<file path="src/sv/tft_pkg.sv">
// Shared types and constants for the TCP flow tracker.
package tft_pkg;

  localparam int unsigned Buckets    = 256;
  localparam int unsigned Ways       = 4;
  localparam int unsigned Entries    = Buckets * Ways;
  localparam int unsigned BucketW    = (Buckets > 1) ? $clog2(Buckets) : 1;
  localparam int unsigned WayW       = (Ways > 1) ? $clog2(Ways) : 1;
  localparam int unsigned EntryW     = (Entries > 1) ? $clog2(Entries) : 1;
  localparam int unsigned EntryCntW  = $clog2(Entries + 1);
  localparam logic [15:0] HashLoMask = 16'h00ff;

  typedef enum logic [2:0] {
    KIND_UPDATED = 3'd0,
    KIND_INSERTED = 3'd1,
    KIND_CLOSED = 3'd2,
    KIND_DRAINED = 3'd3,
    KIND_FULL = 3'd4,
    KIND_EMPTY = 3'd5
  } kind_e;

  typedef enum logic [2:0] {
    ST_EST = 3'd0,
    ST_FW1 = 3'd1,
    ST_FW2 = 3'd2,
    ST_TW = 3'd3,
    ST_CW = 3'd4,
    ST_LA = 3'd5,
    ST_CLOSED = 3'd6
  } conn_e;

  typedef struct packed {
    logic        req_type;
    logic [31:0] src_ip;
    logic [31:0] dst_ip;
    logic [15:0] src_port;
    logic [15:0] dst_port;
    logic [15:0] payload_len;
    logic        fin_flag;
    logic        ack_flag;
  } req_t;

  typedef struct packed {
    logic [2:0]  out_kind;
    logic [31:0] rec_src_ip;
    logic [31:0] rec_dst_ip;
    logic [15:0] rec_src_port;
    logic [15:0] rec_dst_port;
    logic [31:0] rec_up_bytes;
    logic [31:0] rec_down_bytes;
    logic [31:0] rec_up_pkts;
    logic [31:0] rec_down_pkts;
    logic [2:0]  rec_state;
  } rsp_t;

  // flow entry as stored (valid kept in its own memory)
  typedef struct packed {
    logic [31:0] src_ip;
    logic [31:0] dst_ip;
    logic [15:0] src_port;
    logic [15:0] dst_port;
    logic [31:0] up_bytes;
    logic [31:0] down_bytes;
    logic [31:0] up_pkts;
    logic [31:0] down_pkts;
    logic [2:0]  conn_state;
  } entry_t;

  // controller -> datapath
  typedef struct packed {
    logic load_req;   // capture request
    logic mul_step;   // register product
    logic hash_step;  // register bucket
    logic rd_way;     // read entry at bucket/way_idx
    logic eval_way;   // compare the read entry
    logic rd_drain;   // read entry at scan pointer
    logic wr_update;  // write updated entry
    logic wr_insert;  // write new entry at free way
    logic clr;        // valid write at scan pointer (clearing pass)
    logic vld_we;     // write one valid bit
    logic vld_wd;     // valid bit value
    logic out_load;   // load result hold register from rsp_next
    logic out_push;   // move held result into the output register
    logic [WayW-1:0] way_idx;
    logic [2:0] kind;
  } dp_cmd_t;

  // datapath -> controller
  typedef struct packed {
    logic hit;
    logic closes;
    logic vld;
  } dp_sts_t;

  function automatic logic [31:0] sat_add(logic [31:0] a, logic [31:0] b);
    logic [32:0] s;
    s = {1'b0, a} + {1'b0, b};
    return s[32] ? 32'hffff_ffff : s[31:0];
  endfunction

endpackage

</file>
<file path="src/sv/tft_ctrl.sv">
// Flow tracker sequencer: clearing pass, bucket walk, drain scan and handshakes.
module tft_ctrl (
  input  logic             clk_i,
  input  logic             rst_ni,
  input  logic             in_valid_i,
  output logic             in_ready_o,
  input  logic             req_type_i,
  output logic             out_valid_o,
  input  logic             out_ready_i,
  input  tft_pkg::dp_sts_t sts_i,
  output tft_pkg::dp_cmd_t cmd_o,
  output logic [tft_pkg::EntryW-1:0] drain_idx_o
);
  import tft_pkg::*;

  typedef enum logic [3:0] {
    S_CLEAR, S_IDLE, S_MUL, S_HASH, S_READ, S_EVAL, S_SCAN, S_SCHK, S_DONE
  } state_e;

  state_e state_q;
  logic [EntryW-1:0] cursor_q, scan_q;
  logic [EntryCntW-1:0] cnt_q;
  logic [WayW:0] way_q;
  logic [WayW:0] free_q;
  logic out_valid_q, out_valid_d;
  logic [EntryW-1:0] scan_nx;

  assign drain_idx_o = scan_q;
  assign in_ready_o = (state_q == S_IDLE);
  assign out_valid_o = out_valid_q;
  assign scan_nx = (scan_q == EntryW'(Entries - 1)) ? '0 : scan_q + 1'b1;

  always_comb begin
    cmd_o = '0;
    cmd_o.way_idx = way_q[WayW-1:0];
    unique case (state_q)
      S_CLEAR: begin
        cmd_o.clr = 1'b1;
        cmd_o.vld_we = 1'b1;
      end
      S_IDLE: cmd_o.load_req = in_valid_i;
      S_MUL: cmd_o.mul_step = 1'b1;
      S_HASH: cmd_o.hash_step = 1'b1;
      S_READ: cmd_o.rd_way = 1'b1;
      S_EVAL: begin
        if (sts_i.hit) begin
          cmd_o.wr_update = 1'b1;
          cmd_o.vld_we = 1'b1;
          cmd_o.vld_wd = !sts_i.closes;
          cmd_o.out_load = 1'b1;
          cmd_o.kind = sts_i.closes ? KIND_CLOSED : KIND_UPDATED;
        end else if (way_q == (WayW+1)'(Ways - 1)) begin
          cmd_o.out_load = 1'b1;
          if (free_q != (WayW+1)'(Ways) || !sts_i.vld) begin
            cmd_o.wr_insert = 1'b1;
            cmd_o.vld_we = 1'b1;
            cmd_o.vld_wd = 1'b1;
            cmd_o.kind = KIND_INSERTED;
            cmd_o.way_idx = (free_q != (WayW+1)'(Ways)) ? free_q[WayW-1:0]
                                                       : way_q[WayW-1:0];
          end else begin
            cmd_o.kind = KIND_FULL;
          end
        end
      end
      S_SCAN: cmd_o.rd_drain = 1'b1;
      S_SCHK: begin
        if (sts_i.vld) begin
          cmd_o.vld_we = 1'b1;
          cmd_o.out_load = 1'b1;
          cmd_o.kind = KIND_DRAINED;
        end else if (cnt_q == EntryCntW'(Entries - 1)) begin
          cmd_o.out_load = 1'b1;
          cmd_o.kind = KIND_EMPTY;
        end
      end
      S_DONE: cmd_o.out_push = !out_valid_q || out_ready_i;
      default: ;
    endcase
  end

  always_comb begin
    out_valid_d = out_valid_q;
    if (out_ready_i) out_valid_d = 1'b0;
    if (cmd_o.out_push) out_valid_d = 1'b1;
  end

  // sequencer state: clearing pass, bucket walk, drain scan (read one entry, check it the next cycle)
  always_ff @(posedge clk_i or negedge rst_ni) begin
    if (!rst_ni) begin
      state_q <= S_CLEAR;
      cursor_q <= '0;
      scan_q <= '0;
      cnt_q <= '0;
      way_q <= '0;
      free_q <= '0;
      out_valid_q <= 1'b0;
    end else begin
      out_valid_q <= out_valid_d;
      unique case (state_q)
        S_CLEAR: begin
          scan_q <= scan_nx;
          if (scan_q == EntryW'(Entries - 1)) state_q <= S_IDLE;
        end
        S_IDLE: begin
          if (in_valid_i) begin
            scan_q <= cursor_q;
            cnt_q <= '0;
            way_q <= '0;
            free_q <= (WayW+1)'(Ways);
            state_q <= req_type_i ? S_SCAN : S_MUL;
          end
        end
        S_MUL: state_q <= S_HASH;
        S_HASH: state_q <= S_READ;
        S_READ: state_q <= S_EVAL;
        S_EVAL: begin
          if (sts_i.hit || way_q == (WayW+1)'(Ways - 1)) begin
            state_q <= S_DONE;
          end else begin
            if (!sts_i.vld && free_q == (WayW+1)'(Ways)) free_q <= way_q;
            way_q <= way_q + 1'b1;
            state_q <= S_READ;
          end
        end
        S_SCAN: state_q <= S_SCHK;
        S_SCHK: begin
          if (sts_i.vld) begin
            cursor_q <= scan_nx;
            state_q <= S_DONE;
          end else if (cnt_q == EntryCntW'(Entries - 1)) begin
            state_q <= S_DONE;
          end else begin
            scan_q <= scan_nx;
            cnt_q <= cnt_q + 1'b1;
            state_q <= S_SCAN;
          end
        end
        S_DONE: begin
          if (cmd_o.out_push) state_q <= S_IDLE;
        end
        default: state_q <= S_IDLE;
      endcase
    end
  end

endmodule

</file>
<file path="config.mk">
export PLATFORM = sky130hd
export DESIGN_NAME = tft_ctrl
export DESIGN_NICKNAME = d
export VERILOG_FILES = /design/src/sv/tft_pkg.sv /design/src/sv/tft_ctrl.sv
export SDC_FILE = /design/constraint.sdc
export NUM_CORES = 1
export LEC_CHECK = 0
export ABC_AREA = 1
export ABC_CLOCK_PERIOD_IN_PS = 1800
export BUFFER_PORTS_ARGS = -buffer_cell sky130_fd_sc_hd__clkbuf_2
export CAP_MARGIN = 20
export CELL_PAD_IN_SITES_DETAIL_PLACEMENT = 0
export CELL_PAD_IN_SITES_GLOBAL_PLACEMENT = 1
export CORE_ASPECT_RATIO = 1.25
export CORE_MARGIN = 2
export CORE_UTILIZATION = 30
export CTS_BUF_LIST = sky130_fd_sc_hd__clkbuf_8
export DETAILED_ROUTE_END_ITERATION = 8
export PLACE_DENSITY = 0.6
export SLEW_MARGIN = 20
export SYNTH_ARGS = -nofsm -noshare
export SYNTH_HDL_FRONTEND = slang
export SYNTH_SLANG_ARGS = --single-unit
</file>
<file path="constraint.sdc">
create_clock -name clk_i -period 1.8 [get_ports clk_i]
set_clock_uncertainty 0.2 [all_clocks]
set_input_delay 0.27 -clock clk_i [delete_from_list [all_inputs] [get_ports clk_i]]
set_output_delay 0.27 -clock clk_i [all_outputs]
set_load 0.02 [all_outputs]
</file>
Word-level counts from Yosys, hierarchy flattened:

Cells that the tools add are included.
Widths: inputs -> output; s select.

* reduce and logical (&&, ||, !) cells: 18
* add/sub/neg operators: 3
* mux-type cells: 58
* eq/ne operators: 20

Operators by type and width (count)
* $mux 10: 4
* $mux 3: 12
* $pmux 4 s9: 1
* $mux 11: 3
* $pmux 10 s3: 1
* $mux 4: 6
* $pmux 11 s2: 1
* $pmux 3 s2: 3
* $mux 1: 17
* $eq 4x3->1 const B: 4
* $mux 2: 7
* $ne 2x2->1 const B: 7
* $reduce_and 4->1: 3
* $add 11x1->11 const B: 1
* $eq 11x10->1 const B: 1
* $add 10x1->10 const B: 1
* $eq 10x10->1 const B: 1
* $eq 4x2->1 const B: 2
* $reduce_and 3->1: 2
* $reduce_bool 2->1: 3
* $mux 5: 1
* $eq 4x1->1 const B: 1
* $eq 4x4->1 const B: 1
* $logic_not 4->1: 1
* 11 further kinds: 15

* register bits after elaboration: 42
* bits of input ports: 8
* word-level logic and storage cells: 106

Depth between registers and ports, before layout:

Gate-level depths: netlist of the first run.

* depth in word-level cells: 6
* mapped depth: 10

Worst setup path after synthesis of the first run:

Ideal clock, no wire load.

* kind: reg-to-output
* start point: register state_q[0]
* end point: output cmd_o[7] (netlist name)
* arrival time: 1.577 ns
* buffers on the path: 0
* stages on the path, launching flop included: 7
* slack: -0.247 ns
* path through: dfrtp_1 > inv_1 > nor2_1 > nand3_1 > nor2_1 > a31oi_1 > a21oi_1

RTL lines
* from (decl): RTL line tft_ctrl.sv:20 `state_e state_q;`
* from (signal assigned): RTL line tft_ctrl.sv:111 `state_q <= req_type_i ? S_SCAN : S_MUL;`
* to (decl): RTL line tft_ctrl.sv:11 `output tft_pkg::dp_cmd_t cmd_o,`

==> flow_metrics.env, run 1 <==
export IMPL_status="finished with violations"
export IMPL_failed_checks="setup timing"
export IMPL_post_route_worst_setup_slack_ns=-0.324
export IMPL_n_fill_cell=815
export IMPL_cts_tree="yes"
export IMPL_setup_viol=36
export IMPL_via_per_inst=4.66
export IMPL_dieArea_um2=9300
export IMPL_drc=0
export IMPL_cts_buffers_inserted=5
export IMPL_syn_to_final_growth_pct=55.5
export IMPL_r2r_end="drain_idx_o[6]"
export IMPL_ys_ff_latch=42
export IMPL_grt_first_pass_wirelength_um=12400
export IMPL_antenna_found_initial=0
export IMPL_ys_warn_count=0
export IMPL_peakVddDrop_uv=707
export IMPL_io_pins=38
export IMPL_clock_root_buffer="clkbuf_8"
export IMPL_nets=487
export IMPL_portBuffers=36
export IMPL_p_leak_uw=0.00202
export IMPL_slew_viol_final=0
export IMPL_dieWidth_um=86.7
export IMPL_drtIter0Drc=111
export IMPL_place_ws_ns=-0.0940
export IMPL_reg2reg_from="state_q[2]"
export IMPL_final_core_util_pct=48.1
export IMPL_wire_per_inst_um=13.2
export IMPL_diodes=0
export IMPL_final_cell_area_um2=3990
export IMPL_grt_pass1_vias=2605
export IMPL_rsz0062_at_grt="true"
export IMPL_drtPass1Iterations=4
export IMPL_ant_nets=0
export IMPL_gp_congestion=0.860
export IMPL_dp_cells=544
export IMPL_ys_seq_area_share_pct=41.0
export IMPL_ff2ff_setup_slack_ns=-0.06
export IMPL_crit_path_start="state_q[1]"
export IMPL_cp_start_kind="flip-flop"
export IMPL_layout_common_cells="nand2_1, buf_4, dfrtp_1"
export IMPL_timing_final_crit_share_pct=118
export IMPL_wirelength_um=7540
export IMPL_avgSynthCellArea_um2=7.00
export IMPL_layout_commonest_cell="nand2_1"
export IMPL_die_h_um=107
export IMPL_intPower_uw=3100
export IMPL_overflow=0
export IMPL_finalNonFillerCells=573
export IMPL_yosysUniqueCellTypes=32
export IMPL_clockBufferDepth=2
export IMPL_cap_violations=0
export IMPL_combPwrFrac_pct=64.9
export IMPL_min_period_ns=2.12
export IMPL_endpoint_kind="output pin"
export IMPL_gr_usage_all_layers_pct=16.9
export IMPL_power_share_switching_pct=44.8
export IMPL_cp_arrival_ns=1.65
export IMPL_clk_latency_ns=0.30
export IMPL_core_region_area_um2=8290
export IMPL_hpwlAfterDp_um=5340
export IMPL_netSwitchingPower_uw=2520
export IMPL_clock_sinks=42
export IMPL_vias=2669
export IMPL_clk_pin_slew_ns=0.09
export IMPL_timing_hold_ws_ns=0.0234
export IMPL_ff2ff_path_depth=10
export IMPL_finalHoldViolCount=0
export IMPL_syn_num_nets=378
export IMPL_path_class="reg2out"
export IMPL_fp_row_count=37
export IMPL_netlist_instances=366
export IMPL_syn_area_um2=2560
export IMPL_p_seq_share_pct=24.2
export IMPL_grt_max_degree=43
export IMPL_critPathRequiredTime_ns=1.33
export IMPL_cts_htree_levels=2
export IMPL_start_util_pct=30.9
export IMPL_hold_class="in2reg"
export IMPL_crit_path_end="cmd_o[4]"
export IMPL_powerDensity_nw_per_um2=1410
export IMPL_fmax_mhz=471
export IMPL_placed_area_um2=3320
export IMPL_crit_fanout=6
export IMPL_drive_gt1_share_pct=38.7
export IMPL_pwr_share_clk_pct=10.9
## state kept, by name, summed over array words and instances, names as in the netlist
| name | flops |
|---|---|
| cnt_q | 11 |
| cursor_q | 10 |
| drain_idx_o | 10 |
| free_q | 3 |
| out_valid_o | 1 |
| state_q | 4 |
| way_q | 3 |
## worst min path at each step
stage | from | to | slack, ns | depth (start not counted)
6_report | out_ready_i | out_valid_o | 0.02 | 4
5_1_grt | out_ready_i | out_valid_o | 0.03 | 4
4_1_cts | out_ready_i | out_valid_o | 0.02 | 4
3_5_place_dp | rst_ni | drain_idx_o[7] | 0.08 | 2
3_3_place_gp | rst_ni | drain_idx_o[7] | 0.08 | 2
2_1_floorplan | rst_ni | cnt_q[0] | -0.23 | 0
## metal layers
| metal | track usage, % | share of wire [%] | vias up |
|---|---|---|---|
| met5 | 0 | 0 | - |
| met2 | 29.0 | 51 | 55 |
| met1 | 21.1 | 44 | 1215 |
| met4 | 6.36 | 2.2 | 0 |
| met3 | 2.61 | 2.9 | 12 |
| li1 | - | - | 1387 |
## through the flow
step           setup TNS, ns  total power, µW
3_5_place_dp           -1.07             4100
2_1_floorplan        -0.0178             3060
6_report               -3.86             5630
5_1_grt                -7.55             6080
3_3_place_gp          -0.516             4100
4_1_cts                -3.45             5240
## Yosys cell counts, drive strengths merged
master / n / area (µm²)
a21oi: 2 / 10.0
a31oi: 1 / 6.26
buf: 5 / 38.8
clkbuf: 2 / 7.51
conb: 1 / 3.75
dfrtp: 42 / 1050
ha: 4 / 50.1
inv: 43 / 161
mux2i: 1 / 10.0
nand2: 131 / 507
nand3: 39 / 200
nand3b: 2 / 15.0
nand4: 6 / 50.0
nor2: 40 / 176
nor3: 6 / 30.0
nor3b: 2 / 15.0
o21ai: 25 / 125
o21bai: 2 / 15.0
o22ai: 4 / 25.0
or2: 2 / 12.5
xnor2: 1 / 8.76
xor2: 5 / 43.8
## power groups by stage
stage	sequential, µW	clock (µW)	combinational [µW]
after floorplan	1500	0	1570
after global placement	1360	0	2740
after detailed placement	1370	0	2740
after CTS	1360	647	3230
after global routing	1400	681	4000
final	1360	611	3650
## logic make-up after synthesis
| group | after synthesis | share of synthesized area, % |
|---|---|---|
| AOI/OAI and AO/OA | 34 | 7.08 |
| xor gates and xnor gates | 6 | 2.05 |
| adders and majority gates | 4 | 1.95 |
| buffers and inverters | 50 | 8.11 |
| DFF | 42 | 41.0 |
| muxes | 1 | 0.391 |
| other | 1 | 0.146 |
| and+or+nand+nor | 228 | 39.3 |
## worst max-delay path, cell delays in order, from the launching register on
cell	delay, ns
dfrtp_1	0.41
nor2_4	0.16
nand3_4	0.13
inv_4	0.11
nand3_4	0.14
nor2_4	0.18
o22ai_4	0.10
buf_8	0.13
## final cells by class
class                   count  area (µm²)  share of cell area, %
flip-flops and latches     42        1050                   26.5
clock inverters             3        13.8                  0.345
well taps                  97         121                   3.05
repair buffers            109         946                   23.7
inverters                  43         170                   4.27
multi-input cells         274        1610                   40.4
clock buffers               5        68.8                   1.73
## timing repair
action                     CTS  global route
setup endpoints to repair   35            55
hold buffers                 1             0
hold endpoints to repair    42             0
resized for setup           66            50
cloned                       0             0
pin swaps                   13            14
setup buffers               16             7
(Power assumes the default switching activity.)
==> inputs of run 2 (changes only) <==
ABC_CLOCK_PERIOD_IN_PS = 2150   (was 1800)
CORE_MARGIN = 3   (was 2)
PLACE_DENSITY = 0.58   (was 0.6)
RECOVER_POWER = 100   (was unset)
clock period = 2.15 ns   (was 1.8 ns; I/O delays follow)
==> flow_metrics.env, run 2 (synthesis results as in run 1) <==
export IMPL_clock_root_buffer="clkbuf_8"
export IMPL_vias=2511
export IMPL_grt_max_degree=43
export IMPL_crit_fanout=6
export IMPL_cts_tree="yes"
export IMPL_slew_headroom_pct=25.5
export IMPL_fp_row_count=37
export IMPL_grt_pass1_vias=2402
export IMPL_io_pins=38
export IMPL_status="completed"
export IMPL_finalPower_uw=3890
export IMPL_powerDensity_nw_per_um2=1190
export IMPL_drive_gt1_share_pct=23.2
export IMPL_core_region_area_um2=8290
export IMPL_clockBufferDepth=2
export IMPL_start_util_pct=30.9
export IMPL_rsz0062_at_grt="true"
export IMPL_setup_viol=0
export IMPL_cts_htree_levels=2
export IMPL_hpwlAfterDp_um=5200
export IMPL_wirelength_um=7000
export IMPL_path_class="reg2out"
export IMPL_overflow=0
export IMPL_cp_start_kind="flip-flop"
export IMPL_dp_cells=503
export IMPL_critPathRequiredTime_ns=1.63
export IMPL_endpoint_kind="output pin"
export IMPL_diodes=0
export IMPL_drtIter0Drc=79
export IMPL_clock_sinks=42
export IMPL_gr_usage_all_layers_pct=15.1
export IMPL_syn_to_final_growth_pct=27.9
export IMPL_fmax_mhz=474
export IMPL_cts_buffers_inserted=5
export IMPL_via_per_inst=4.76
export IMPL_cap_violations=0
export IMPL_clk_pin_slew_ns=0.09
export IMPL_die_h_um=109
export IMPL_dieWidth_um=88.7
export IMPL_finalNonFillerCells=528
export IMPL_slew_viol_final=0
export IMPL_largest_reg_flops=11
export IMPL_dieArea_um2=9690
export IMPL_drc=0
export IMPL_wire_per_inst_um=13.3
export IMPL_grt_first_pass_wirelength_um=11400
export IMPL_gp_congestion=0.809
export IMPL_peakVddDrop_uv=389
export IMPL_tightest_slew_ns=1.12
export IMPL_layout_commonest_cell="nand2_1"
export IMPL_clk_latency_ns=0.30
export IMPL_ant_nets=0
export IMPL_antenna_found_initial=0
export IMPL_cp_arrival_ns=1.59
export IMPL_layout_common_cells="nand2_1, dfrtp_1, inv_1"
export IMPL_nets=442
export IMPL_min_period_ns=2.11
export IMPL_portBuffers=36
export IMPL_top_register="cnt_q"
export IMPL_finalHoldViolCount=0
export IMPL_p_leak_uw=0.00169
export IMPL_timing_final_crit_share_pct=98.1
export IMPL_drtPass1Iterations=4
export IMPL_hold_class="in2reg"
==> run 2: cell types whose count changed in the layout (fill, tap and decap cells not counted), sizes merged <==
cell and delta:
clkinvlp -1, bufinv +1, clkbuf +10, buf -55
==> run 2: report_power, final <==
group	switching [µW]	internal, µW	total (µW)
combinational	1330	757	2090
sequential	166	998	1160
clock	293	342	636
total	1790	2100	3890
==> run 2: metrics by stage <==
stage	hold slack (ns)	setup slack, ns	area (µm²)	setup TNS (ns)	utilization, %
final	0.0695	0.0406	3280	0	39.6
after global routing	0.0851	-0.0485	3280	-0.203	39.6
after CTS	0.0671	-0.0136	3150	-0.0344	38.0
after detailed placement	0.246	0.0834	2900	0	35.0
after global placement	0.249	0.132	2900	0	35.0
after floorplan	-0.173	0.0509	2560	0	-
==> run 2: worst paths after layout <==
kind | from | slack (ns) | depth (start not counted) | endpoint
max | state_q[1] | 0.04 | 7 | cmd_o[3]
max in group asynchronous | rst_ni | 0.33 | 3 | state_q[0]
min in group asynchronous | rst_ni | 0.65 | 3 | cnt_q[4]
min reg2reg | cursor_q[5] | 0.29 | 2 | cursor_q[5]
max reg2reg | drain_idx_o[1] | 0.24 | 8 | state_q[0]
min | out_ready_i | 0.07 | 4 | out_valid_o
==> run 2: critical path, stage by stage, from the launching register on <==
cell and delay, ns:
dfrtp_1 0.42, nor2_2 0.16, nand3_2 0.12, inv_2 0.11, nand3_4 0.12, nor2_4 0.14
o22ai_1 0.07, buf_4 0.16
==> run 2: layout make-up <==
class / instances / area (µm²)
clock inverters: 3 / 40.0
flip-flops and latches: 42 / 1050
inverters: 43 / 161
multi-input cells: 274 / 1430
repair buffers: 64 / 405
clock buffers: 5 / 68.8
well taps: 97 / 121
fillers: 918 / 5010
==> run 2: routing by layer <==
| metal | vias up | part of all wire [%] | GRT usage [%] |
|---|---|---|---|
| li1 | 1294 | - | - |
| met1 | 1167 | 43 | 17.8 |
| met2 | 44 | 53 | 27.8 |
| met3 | 6 | 2.7 | 2.25 |
| met4 | 0 | 0.91 | 4.43 |
| met5 | - | 0 | 0 |
==> run 2: timing repair <==
action	4_1_cts	5_1_grt
pin swaps	13	7
gates resized for setup	19	30
buffers inserted	10	6
hold buffers	1	0
endpoints found under the hold margin	42	0
setup endpoints to repair	8	15
gates cloned	0	0
